$ cat src/sv/fsst_pkg.sv
`default_nettype none
package fsst_pkg;

  // default fraction bits of the sine datapath
  localparam int SINE_FRAC_BITS_DEF = 15;

  // configuration port
  localparam int CFG_IDX_W  = 3;
  localparam int CFG_DATA_W = 16;

  localparam logic [CFG_IDX_W-1:0] REG_X_MIN     = 3'd0;
  localparam logic [CFG_IDX_W-1:0] REG_X_MAX     = 3'd1;
  localparam logic [CFG_IDX_W-1:0] REG_Y_MIN     = 3'd2;
  localparam logic [CFG_IDX_W-1:0] REG_Y_MAX     = 3'd3;
  localparam logic [CFG_IDX_W-1:0] REG_STEP_SIZE = 3'd4;

  // reset values, Q8.8
  localparam logic [15:0] X_MIN_RST     = 16'd0;
  localparam logic [15:0] X_MAX_RST     = 16'd2560;
  localparam logic [15:0] Y_MIN_RST     = 16'd0;
  localparam logic [15:0] Y_MAX_RST     = 16'd1280;
  localparam logic [14:0] STEP_SIZE_RST = 15'd256;

  // height reported for a swinging foot outside the x range (-1.0)
  localparam logic [15:0] Y_OUT_OF_RANGE = 16'hFF00;

  // pi constants in Q2.30, rounded to nearest in the sine format at elaboration
  localparam logic [63:0] PI_APPROX_Q30 = 64'd3373159940;
  localparam logic [63:0] PI_TRUE_Q30   = 64'd3373259426;
  localparam logic [63:0] HALF_PI_Q30   = 64'd1686629713;

  typedef struct packed {
    logic signed [15:0] x_min;
    logic signed [15:0] x_max;
    logic signed [15:0] y_min;
    logic signed [15:0] y_max;
    logic [14:0]        step_size;
  } cfg_t;

  typedef struct packed {
    logic signed [15:0] x_target;
    logic               foot_on_ground;
  } in_word_t;

  typedef struct packed {
    logic signed [15:0] x_position;
    logic signed [15:0] y_position;
    logic               out_of_range;
  } out_word_t;

  // top level to sequencer
  typedef struct packed {
    logic start;
    logic res_ready;
  } seq_ctl_t;

  // sequencer to top level
  typedef struct packed {
    logic idle;
    logic done;
  } seq_sts_t;

endpackage
`default_nettype wire

$ cat src/sv/fsst_mul.sv
`default_nettype none
module fsst_mul #(
  parameter int AW = 19,
  parameter int BW = 22
) (
  input  logic             clk,
  input  logic [AW-1:0]    a,
  input  logic [BW-1:0]    b,
  output logic [AW+BW-1:0] prod_r
);

  // shared unsigned multiplier, product registered every cycle
  always_ff @(posedge clk) begin
    prod_r <= a * b;
  end

endmodule
`default_nettype wire

$ cat src/sv/fsst_div.sv
`default_nettype none
module fsst_div #(
  parameter int ND  = 31,
  parameter int DVW = 16
) (
  input  logic           clk,
  input  logic           rst_n,
  input  logic           start,
  input  logic [ND-1:0]  dividend,
  input  logic [DVW-1:0] divisor,
  output logic           done_r,
  output logic [ND-1:0]  quo_r
);

  localparam int CW = $clog2(ND + 1);

  logic           busy_r, busy_nxt;
  logic           done_nxt;
  logic [CW-1:0]  cnt_r, cnt_nxt;
  logic [DVW-1:0] rem_r, rem_nxt;
  logic [DVW-1:0] dvs_r, dvs_nxt;
  logic [ND-1:0]  quo_nxt;
  logic [DVW:0]   trial_w;
  logic [DVW:0]   sub_w;
  logic           ge_w;

  // one restoring step: shift in next dividend bit, trial subtract
  always_comb begin
    trial_w = {rem_r, quo_r[ND-1]};
    sub_w   = trial_w - {1'b0, dvs_r};
    ge_w    = (trial_w >= {1'b0, dvs_r});
  end

  always_comb begin
    busy_nxt = busy_r;
    done_nxt = 1'b0;
    cnt_nxt  = cnt_r;
    rem_nxt  = rem_r;
    dvs_nxt  = dvs_r;
    quo_nxt  = quo_r;
    if (start) begin
      busy_nxt = 1'b1;
      cnt_nxt  = CW'(ND);
      rem_nxt  = '0;
      dvs_nxt  = divisor;
      quo_nxt  = dividend;
    end else if (busy_r) begin
      rem_nxt = ge_w ? sub_w[DVW-1:0] : trial_w[DVW-1:0];
      quo_nxt = {quo_r[ND-2:0], ge_w};
      cnt_nxt = cnt_r - CW'(1);
      if (cnt_r == CW'(1)) begin
        busy_nxt = 1'b0;
        done_nxt = 1'b1;
      end
    end
  end

  always_ff @(posedge clk) begin
    if (!rst_n) begin
      busy_r <= 1'b0;
      done_r <= 1'b0;
      cnt_r  <= '0;
    end else begin
      busy_r <= busy_nxt;
      done_r <= done_nxt;
      cnt_r  <= cnt_nxt;
    end
  end

  always_ff @(posedge clk) begin
    rem_r <= rem_nxt;
    dvs_r <= dvs_nxt;
    quo_r <= quo_nxt;
  end

endmodule
`default_nettype wire

$ cat src/sv/fsst_seq.sv
`default_nettype none
module fsst_seq #(
  parameter int SINE_FRAC_BITS = fsst_pkg::SINE_FRAC_BITS_DEF
) (
  input  logic                clk,
  input  logic                rst_n,
  input  fsst_pkg::cfg_t      cfg,
  input  fsst_pkg::seq_ctl_t  ctl,
  input  fsst_pkg::in_word_t  in_word,
  output fsst_pkg::seq_sts_t  sts,
  output fsst_pkg::out_word_t res
);
  import fsst_pkg::*;

  localparam int F   = SINE_FRAC_BITS;
  localparam int FW  = F + 1;                 // 0..one
  localparam int PW  = F + 2;                 // 0..pi, t^2, partial terms
  localparam int S   = F + 9;                 // reciprocal shift, exact for PW-bit values
  localparam int RW  = F + 7;
  localparam int MA  = (F + 4 > 17) ? F + 4 : 17;
  localparam int MB  = F + 7;
  localparam int PRW = MA + MB;
  localparam int ND  = 16 + F;
  localparam int SH  = 30 - F;

  localparam logic [63:0] PI_Q64   = (PI_APPROX_Q30 + (64'd1 << (SH - 1))) >> SH;
  localparam logic [63:0] TPI_Q64  = (PI_TRUE_Q30 + (64'd1 << (SH - 1))) >> SH;
  localparam logic [63:0] HALF_Q64 = (HALF_PI_Q30 + (64'd1 << (SH - 1))) >> SH;
  localparam logic [PW-1:0] PI_Q   = PI_Q64[PW-1:0];
  localparam logic [PW-1:0] TPI_Q  = TPI_Q64[PW-1:0];
  localparam logic [PW-1:0] HALF_Q = HALF_Q64[PW-1:0];
  localparam logic [FW-1:0] ONE    = {1'b1, {F{1'b0}}};

  // ceil(2^S / k) for the series divisors
  localparam logic [63:0] RK0 = ((64'd1 << S) + 64'd109) / 64'd110;
  localparam logic [63:0] RK1 = ((64'd1 << S) + 64'd71) / 64'd72;
  localparam logic [63:0] RK2 = ((64'd1 << S) + 64'd41) / 64'd42;
  localparam logic [63:0] RK3 = ((64'd1 << S) + 64'd19) / 64'd20;
  localparam logic [63:0] RK4 = ((64'd1 << S) + 64'd5) / 64'd6;
  localparam logic [2:0]  K_LAST = 3'd4;

  localparam logic [3:0] S_IDLE  = 4'd0;
  localparam logic [3:0] S_XUPD  = 4'd1;
  localparam logic [3:0] S_RANGE = 4'd2;
  localparam logic [3:0] S_DIV   = 4'd3;
  localparam logic [3:0] S_THETA = 4'd4;
  localparam logic [3:0] S_FOLD  = 4'd5;
  localparam logic [3:0] S_SQ    = 4'd6;
  localparam logic [3:0] S_T2    = 4'd7;
  localparam logic [3:0] S_KA    = 4'd8;
  localparam logic [3:0] S_KB    = 4'd9;
  localparam logic [3:0] S_KC    = 4'd10;
  localparam logic [3:0] S_SIN   = 4'd11;
  localparam logic [3:0] S_SAT   = 4'd12;
  localparam logic [3:0] S_MAG   = 4'd13;
  localparam logic [3:0] S_YOUT  = 4'd14;
  localparam logic [3:0] S_DONE  = 4'd15;

  logic [3:0]         state_r, state_nxt;
  logic signed [15:0] tgt_r, tgt_nxt;
  logic               gnd_r, gnd_nxt;
  logic signed [15:0] fx_r, fx_nxt;
  logic [15:0]        y_r, y_nxt;
  logic               oor_r, oor_nxt;
  logic [FW-1:0]      m_r, m_nxt;
  logic [FW-1:0]      t_r, t_nxt;
  logic [PW-1:0]      t2_r, t2_nxt;
  logic [FW-1:0]      acc_r, acc_nxt;
  logic [FW-1:0]      oms_r, oms_nxt;
  logic [15:0]        ad_r, ad_nxt;
  logic               neg_r, neg_nxt;
  logic [2:0]         k_r, k_nxt;

  logic [MA-1:0]  mul_a;
  logic [MB-1:0]  mul_b;
  logic [PRW-1:0] prod_r;
  logic           div_start;
  logic           div_done;
  logic [ND-1:0]  div_quo;

  logic [16:0]   dx_w, adx_w, fx17_w, st17_w, mv_w;
  logic [16:0]   den_w, num_w, dy_w, ndy_w;
  logic          in_rng_w;
  logic [RW-1:0] recip_w;
  logic [PW-1:0] theta_w, q_w, s_w, pdiff_w;
  logic [FW-1:0] s_sat_w;
  logic [17:0]   rnd_w;
  logic [15:0]   mag_w;
  logic [16:0]   ymin17_w, y17_w;

  fsst_mul #(.AW(MA), .BW(MB)) u_mul (
    .clk    (clk),
    .a      (mul_a),
    .b      (mul_b),
    .prod_r (prod_r)
  );

  fsst_div #(.ND(ND), .DVW(16)) u_div (
    .clk      (clk),
    .rst_n    (rst_n),
    .start    (div_start),
    .dividend ({num_w[15:0], {F{1'b0}}}),
    .divisor  (den_w[15:0]),
    .done_r   (div_done),
    .quo_r    (div_quo)
  );

  // x step toward target
  always_comb begin
    dx_w   = {tgt_r[15], tgt_r} - {fx_r[15], fx_r};
    adx_w  = dx_w[16] ? (17'd0 - dx_w) : dx_w;
    fx17_w = {fx_r[15], fx_r};
    st17_w = {2'b00, cfg.step_size};
    mv_w   = dx_w[16] ? (fx17_w - st17_w) : (fx17_w + st17_w);
  end

  // range check, divider operands, height span
  always_comb begin
    in_rng_w = !($signed(fx_r) < $signed(cfg.x_min)) && !($signed(fx_r) > $signed(cfg.x_max));
    den_w    = {cfg.x_max[15], cfg.x_max} - {cfg.x_min[15], cfg.x_min};
    num_w    = {fx_r[15], fx_r} - {cfg.x_min[15], cfg.x_min};
    dy_w     = {cfg.y_max[15], cfg.y_max} - {cfg.y_min[15], cfg.y_min};
    ndy_w    = 17'd0 - dy_w;
    div_start = (state_r == S_RANGE) && !gnd_r && in_rng_w && (den_w[15:0] != 16'd0);
  end

  // series reciprocal select
  always_comb begin
    unique case (k_r)
      3'd0:    recip_w = RK0[RW-1:0];
      3'd1:    recip_w = RK1[RW-1:0];
      3'd2:    recip_w = RK2[RW-1:0];
      3'd3:    recip_w = RK3[RW-1:0];
      default: recip_w = RK4[RW-1:0];
    endcase
  end

  // product slices
  always_comb begin
    theta_w  = prod_r[F +: PW];
    q_w      = prod_r[S +: PW];
    s_w      = prod_r[F +: PW];
    pdiff_w  = {1'b0, ONE} - q_w;
    s_sat_w  = (s_w > {1'b0, ONE}) ? ONE : s_w[FW-1:0];
    rnd_w    = prod_r[F+16:F-1] + 18'd1;
    mag_w    = rnd_w[16:1];
    ymin17_w = {cfg.y_min[15], cfg.y_min};
    y17_w    = neg_r ? (ymin17_w - {1'b0, mag_w}) : (ymin17_w + {1'b0, mag_w});
  end

  // shared multiplier operand select
  always_comb begin
    unique case (state_r)
      S_THETA: begin
        mul_a = MA'(m_r);
        mul_b = MB'(PI_Q);
      end
      S_SQ: begin
        mul_a = MA'(t_r);
        mul_b = MB'(t_r);
      end
      S_KA: begin
        mul_a = MA'(t2_r);
        mul_b = MB'(acc_r);
      end
      S_KB: begin
        mul_a = MA'(prod_r[F +: PW]);
        mul_b = MB'(recip_w);
      end
      S_SIN: begin
        mul_a = MA'(t_r);
        mul_b = MB'(acc_r);
      end
      S_MAG: begin
        mul_a = MA'(ad_r);
        mul_b = MB'(oms_r);
      end
      default: begin
        mul_a = '0;
        mul_b = '0;
      end
    endcase
  end

  // sequencer
  always_comb begin
    state_nxt = state_r;
    tgt_nxt   = tgt_r;
    gnd_nxt   = gnd_r;
    fx_nxt    = fx_r;
    y_nxt     = y_r;
    oor_nxt   = oor_r;
    m_nxt     = m_r;
    t_nxt     = t_r;
    t2_nxt    = t2_r;
    acc_nxt   = acc_r;
    oms_nxt   = oms_r;
    ad_nxt    = ad_r;
    neg_nxt   = neg_r;
    k_nxt     = k_r;
    unique case (state_r)
      S_IDLE: begin
        if (ctl.start) begin
          tgt_nxt   = in_word.x_target;
          gnd_nxt   = in_word.foot_on_ground;
          state_nxt = S_XUPD;
        end
      end
      S_XUPD: begin
        if (adx_w < st17_w) fx_nxt = tgt_r;
        else                fx_nxt = mv_w[15:0];
        state_nxt = S_RANGE;
      end
      S_RANGE: begin
        neg_nxt = dy_w[16];
        ad_nxt  = dy_w[16] ? ndy_w[15:0] : dy_w[15:0];
        m_nxt   = '0;
        if (gnd_r) begin
          y_nxt     = cfg.y_max;
          oor_nxt   = 1'b0;
          state_nxt = S_DONE;
        end else if (!in_rng_w) begin
          y_nxt     = Y_OUT_OF_RANGE;
          oor_nxt   = 1'b1;
          state_nxt = S_DONE;
        end else begin
          oor_nxt   = 1'b0;
          state_nxt = (den_w[15:0] != 16'd0) ? S_DIV : S_THETA;
        end
      end
      S_DIV: begin
        if (div_done) begin
          m_nxt     = (div_quo > ND'(ONE)) ? ONE : div_quo[FW-1:0];
          state_nxt = S_THETA;
        end
      end
      S_THETA: state_nxt = S_FOLD;
      S_FOLD: begin
        // fold the argument into the first quarter wave
        if (theta_w > HALF_Q) begin
          t_nxt = (TPI_Q >= theta_w) ? FW'(TPI_Q - theta_w) : '0;
        end else begin
          t_nxt = theta_w[FW-1:0];
        end
        state_nxt = S_SQ;
      end
      S_SQ: state_nxt = S_T2;
      S_T2: begin
        t2_nxt    = prod_r[F +: PW];
        acc_nxt   = ONE;
        k_nxt     = '0;
        state_nxt = S_KA;
      end
      S_KA: state_nxt = S_KB;
      S_KB: state_nxt = S_KC;
      S_KC: begin
        // acc = one - floor(t2*acc)/k, clamped at zero
        acc_nxt = (q_w <= {1'b0, ONE}) ? pdiff_w[FW-1:0] : '0;
        k_nxt   = k_r + 3'd1;
        state_nxt = (k_r == K_LAST) ? S_SIN : S_KA;
      end
      S_SIN: state_nxt = S_SAT;
      S_SAT: begin
        oms_nxt   = ONE - s_sat_w;
        state_nxt = S_MAG;
      end
      S_MAG: state_nxt = S_YOUT;
      S_YOUT: begin
        y_nxt     = y17_w[15:0];
        state_nxt = S_DONE;
      end
      S_DONE: begin
        if (ctl.res_ready) state_nxt = S_IDLE;
      end
      default: state_nxt = S_IDLE;
    endcase
  end

  always_ff @(posedge clk) begin
    if (!rst_n) begin
      state_r <= S_IDLE;
      fx_r    <= '0;
      y_r     <= '0;
      oor_r   <= 1'b0;
      k_r     <= '0;
    end else begin
      state_r <= state_nxt;
      fx_r    <= fx_nxt;
      y_r     <= y_nxt;
      oor_r   <= oor_nxt;
      k_r     <= k_nxt;
    end
  end

  always_ff @(posedge clk) begin
    tgt_r <= tgt_nxt;
    gnd_r <= gnd_nxt;
    m_r   <= m_nxt;
    t_r   <= t_nxt;
    t2_r  <= t2_nxt;
    acc_r <= acc_nxt;
    oms_r <= oms_nxt;
    ad_r  <= ad_nxt;
    neg_r <= neg_nxt;
  end

  always_comb begin
    sts.idle         = (state_r == S_IDLE);
    sts.done         = (state_r == S_DONE);
    res.x_position   = fx_r;
    res.y_position   = y_r;
    res.out_of_range = oor_r;
  end

endmodule
`default_nettype wire

$ cat src/sv/foot_swing_trajectory_stepper_unit.sv
// Result word: a grounded foot or an out-of-range x skips the sine path; a swing runs the
//   bit-serial range divider (16 + SINE_FRAC_BITS steps, skipped when x_max equals x_min)
//   and 14 shared multiplier passes.
// Throughput: one word at a time; in_ready is high only while the sequencer is idle, so the
//   next word is taken no sooner than the edge that loads the result word.
// Reset (rst_n low, synchronous): registers to defaults, foot x/y cleared, output empty.
`default_nettype none
module foot_swing_trajectory_stepper_unit #(
  parameter int SINE_FRAC_BITS = fsst_pkg::SINE_FRAC_BITS_DEF
) (
  input  logic                                clk,
  input  logic                                rst_n,
  input  logic                                in_valid,
  output logic                                in_ready,
  input  fsst_pkg::in_word_t                  in_data,
  output logic                                out_valid,
  input  logic                                out_ready,
  output fsst_pkg::out_word_t                 out_data,
  input  logic                                cfg_we,
  input  logic [fsst_pkg::CFG_IDX_W-1:0]      cfg_index,
  input  logic [fsst_pkg::CFG_DATA_W-1:0]     cfg_wdata
);
  import fsst_pkg::*;

  cfg_t      cfg_r, cfg_nxt;
  seq_ctl_t  ctl;
  seq_sts_t  sts;
  out_word_t res;
  logic      out_valid_r, out_valid_nxt;
  out_word_t out_word_r;

  // config register writes
  always_comb begin
    cfg_nxt = cfg_r;
    if (cfg_we) begin
      unique case (cfg_index)
        REG_X_MIN:     cfg_nxt.x_min     = cfg_wdata;
        REG_X_MAX:     cfg_nxt.x_max     = cfg_wdata;
        REG_Y_MIN:     cfg_nxt.y_min     = cfg_wdata;
        REG_Y_MAX:     cfg_nxt.y_max     = cfg_wdata;
        REG_STEP_SIZE: cfg_nxt.step_size = cfg_wdata[14:0];
        default:       cfg_nxt = cfg_r;
      endcase
    end
  end

  // handshake: accept when idle, output register decouples the result word
  always_comb begin
    in_ready      = sts.idle;
    ctl.start     = in_valid && sts.idle;
    ctl.res_ready = !out_valid_r || out_ready;
    out_valid_nxt = out_valid_r;
    if (out_valid_r && out_ready) out_valid_nxt = 1'b0;
    if (sts.done && ctl.res_ready) out_valid_nxt = 1'b1;
  end

  fsst_seq #(.SINE_FRAC_BITS(SINE_FRAC_BITS)) u_seq (
    .clk     (clk),
    .rst_n   (rst_n),
    .cfg     (cfg_r),
    .ctl     (ctl),
    .in_word (in_data),
    .sts     (sts),
    .res     (res)
  );

  always_ff @(posedge clk) begin
    if (!rst_n) begin
      cfg_r.x_min     <= X_MIN_RST;
      cfg_r.x_max     <= X_MAX_RST;
      cfg_r.y_min     <= Y_MIN_RST;
      cfg_r.y_max     <= Y_MAX_RST;
      cfg_r.step_size <= STEP_SIZE_RST;
      out_valid_r     <= 1'b0;
    end else begin
      cfg_r       <= cfg_nxt;
      out_valid_r <= out_valid_nxt;
    end
  end

  // result word holding register
  always_ff @(posedge clk) begin
    if (sts.done && ctl.res_ready) out_word_r <= res;
  end

  assign out_valid = out_valid_r;
  assign out_data  = out_word_r;

endmodule
`default_nettype wire

$ cat config.mk
export PLATFORM = sky130hd
export DESIGN_NAME = foot_swing_trajectory_stepper_unit
export DESIGN_NICKNAME = d
export VERILOG_FILES = /design/src/sv/fsst_pkg.sv /design/src/sv/fsst_mul.sv /design/src/sv/fsst_div.sv /design/src/sv/fsst_seq.sv /design/src/sv/foot_swing_trajectory_stepper_unit.sv
export SDC_FILE = /design/constraint.sdc
export NUM_CORES = 2
export LEC_CHECK = 0
export BUFFER_PORTS_ARGS = -buffer_cell sky130_fd_sc_hd__buf_2
export CORE_MARGIN = 2
export CORE_UTILIZATION = 60
export CTS_BUF_LIST = sky130_fd_sc_hd__clkbuf_4 sky130_fd_sc_hd__clkbuf_8
export DETAILED_ROUTE_END_ITERATION = 16
export GPL_ROUTABILITY_DRIVEN = 0
export PLACE_DENSITY_LB_ADDON = 0.2
export SYNTH_ARGS = -nofsm -noshare
export SYNTH_HDL_FRONTEND = slang
export SYNTH_SLANG_ARGS = --single-unit
$ cat constraint.sdc
create_clock -name clk -period 11.5 [get_ports clk]
set_input_delay 2.3 -clock clk [delete_from_list [all_inputs] [get_ports clk]]
set_output_delay 2.3 -clock clk [all_outputs]
set_load 0.01 [all_outputs]
==> impl_metrics.tcl <==
set metrics [dict create \
    clockRootBuffer "clkbuf_8" \
    die_h_um 240 \
    use_met3_pct 7.85 \
    grt_pass1_wl_mm 146 \
    finalMaxSlewViolations 0 \
    critPathSlowestCell "nor2_2" \
    final_util_pct 64.9 \
    drc 0 \
    cts_resized 0 \
    synth_top_area_share_pct 17.3 \
    grt_pass1_vias 26600 \
    grt.busiest_layer "met2" \
    via_count 27200 \
    skew_ps 57.0 \
    drtPass1Iterations 13 \
    cts_hold_buf 0 \
    crit_path_start_kind "flop" \
    drtIter0Drc 2349 \
    crit_path_end_kind "flop" \
    layout-drive-gt1-share_pct 7.00 \
    insertion_delay_ps 650 \
    gr-total-overflow 0 \
    htreeDepth 3 \
    ys_async_sr_fraction_pct 0 \
    initial_core_util_pct 60.6 \
    antenna_found_initial 3 \
    nets 4365 \
    ys_seq_elements 363 \
    critical-path-top-delay-family "adder cells" \
    path_class "flop to flop" \
    synth_common_cells "548 x nand2_1, 486 x inv_1, 288 x fa_1" \
    yosysTopAreaCell "fa_1" \
    synth_area_leaders "fa_1 17%, edfxtp_1 16%, dfxtp_1 11%, ha_1 10%, nand2_1 6.2%" \
    die_area_sq_um 57500 \
    yosys_warnings 0 \
    worstPathMaxFanout 29 \
    synth_edf_count 180 \
    drt-vias-per-instance 5.97 \
    rows 86 \
    wl_mm 94.2 \
    cp_num_buf_inv 3 \
    whs_ps 425 \
    track_usage_pct 33.1 \
    crit_path_frequent_cell "fa_1" \
    dp_hpwl_mm 71.5 \
    ys_seq_area_share_pct 27.2 \
    arrival_ps 10210 \
    timing.fmax_mhz 103 \
    synth_area_sq_um 33400 \
    grtUsageMet2_pct 52.2 \
    rsz0062_at_grt "false" \
    drt.antenna.violating_nets 0 \
    synthCells 3740 \
    clk_pin_slew_ps 60 \
    wl_per_cell_um 20.6 \
    syn_area_per_cell_sq_um 8.92 \
    use_met1_pct 41.2 \
    hold_viol 0 \
    port_buffers 75 \
    critPathMaxStageDelay_ps 900 \
    syn2layout_area_growth_pct 7.11 \
    design.core.area_sq_um 55100 \
    worst_pin_slew_ps 1320 \
    cts.sinks 363 \
    synthesis.nets 4344 \
    clock_path_buffers 3 \
    drv_cap 0 \
    min_path_type "flop to flop" \
    tritoncts "built" \
    chipWidth_um 240 \
    pin_count 76 \
    run_status "completed" \
    yosys.cell_count.top_type "nand2_1" \
    grt_max_degree 109 \
    synth.distinct_cells 91 \
    irDropWorstVdd_mv 0.227 \
    min_period_ps 9700 \
    powerDensity_nw_per_um2 224 \
    layout_worst_path_cycle_share_pct 84.4 \
    relSlewSlack_pct 12.3 \
    synth_flop_cell "dfxtp_1" \
    tns_ps 0 \
    worstPathRequired_ps 12010 \
    cts_buffers 66 \
    cellLeakagePower_uw 0.0154 \
    post_cts_buffers 0 \
    finalSetupViolations 0 \
]
area by class of cell:
| class | count | area [sq um] |
|---|---|---|
| Antenna cell | 1 | 2.50 |
| Timing Repair Buffer | 106 | 611 |
| Clock inverter | 33 | 307 |
| Tap cell | 748 | 936 |
| Sequential cell | 363 | 9070 |
| Fill cell | 4712 | 19400 |
| Multi-Input combinational cell | 2736 | 21900 |
| Inverter | 488 | 1830 |
| Clock buffer | 89 | 1110 |
placed cells by master (no fill, tap or decap), drive strengths merged, types with 15 or more instances in the layout:
cell,count
nor3,63
a22oi,44
nand4,25
nor4,17
clkbuf,89
buf,106
and3,46
xnor2,122
o21bai,18
a21boi,82
nor2,255
mux2i,56
o21a,44
nand3,81
a31oi,43
nand2b,27
a21oi,154
fa,288
xor2,79
o31ai,15
clkinv,21
a211oi,23
o21ai,120
edfxtp,180
a21o,40
nor2b,29
inv,488
o211ai,20
and2,61
ha,275
nand2,548
dfxtp,183
sequential cells by signal (all words and copies together), names as in the netlist, 3 cells and up:
| register | cells |
|---|---|
| cfg_r | 79 |
| out_data | 33 |
| u_seq.acc_r | 16 |
| u_seq.ad_r | 16 |
| u_seq.fx_r | 16 |
| u_seq.k_r | 3 |
| u_seq.m_r | 16 |
| u_seq.oms_r | 16 |
| u_seq.state_r | 4 |
| u_seq.t2_r | 17 |
| u_seq.t_r | 16 |
| u_seq.tgt_r | 16 |
| u_seq.u_div.cnt_r | 5 |
| u_seq.u_div.dvs_r | 16 |
| u_seq.u_div.quo_r | 31 |
| u_seq.u_div.rem_r | 16 |
| u_seq.u_mul.prod_r | 25 |
| u_seq.y_r | 16 |
power breakdown:
group	internal, uW	switching (uW)
combinational	1840	2900
sequential	1640	291
clock	745	584
total	4230	3780
worst paths after layout:
path,from,to,slack [ps],cells after the start
hold / removal,u_seq.y_r[15]$_SDFFE_PN0P_,out_data[16]$_DFFE_PP_,420,0
setup / recovery,u_seq.state_r[3]$_SDFFE_PN0P_,u_seq.u_mul.prod_r[38]$_DFF_P_,1800,25
hold reg to reg,u_seq.y_r[15]$_SDFFE_PN0P_,out_data[16]$_DFFE_PP_,420,0
setup reg to reg,u_seq.state_r[3]$_SDFFE_PN0P_,u_seq.u_mul.prod_r[38]$_DFF_P_,1800,25
per-layer routing:
layer / up-vias / part of all wire [%]
met5: - / 0.022
met4: 4 / 6.9
met3: 353 / 9.4
met2: 1354 / 44
met1: 12900 / 39
li1: 12600 / -
logic make-up (layout without fill, tap and decap cells):
kind of cell / count (synthesis) / count (layout) / synth area share (%)
simple gates: 1213 / 1213 / 16.5
other cells: 0 / 1 / 0
mux: 56 / 56 / 1.68
flops: 363 / 363 / 27.2
fa+ha+maj: 563 / 563 / 27.6
compound gates: 703 / 703 / 14.3
buf+inv: 641 / 716 / 7.38
xor+xnor: 201 / 201 / 5.32
stage by stage:
stage / power (uW) / cell area, sq um / std cells / setup slack (ps)
2_1_floorplan: 5460 / 33400 / 3740 / 3460
3_3_place_gp: 6500 / 34300 / 4441 / 2140
3_5_place_dp: 6580 / 34300 / 4441 / 1890
4_1_cts: 7940 / 35700 / 4563 / 1920
5_1_grt: 8570 / 35700 / 4564 / 1360
6_report: 8010 / 35700 / 4564 / 1800
Power figures use the tool's default switching activity.
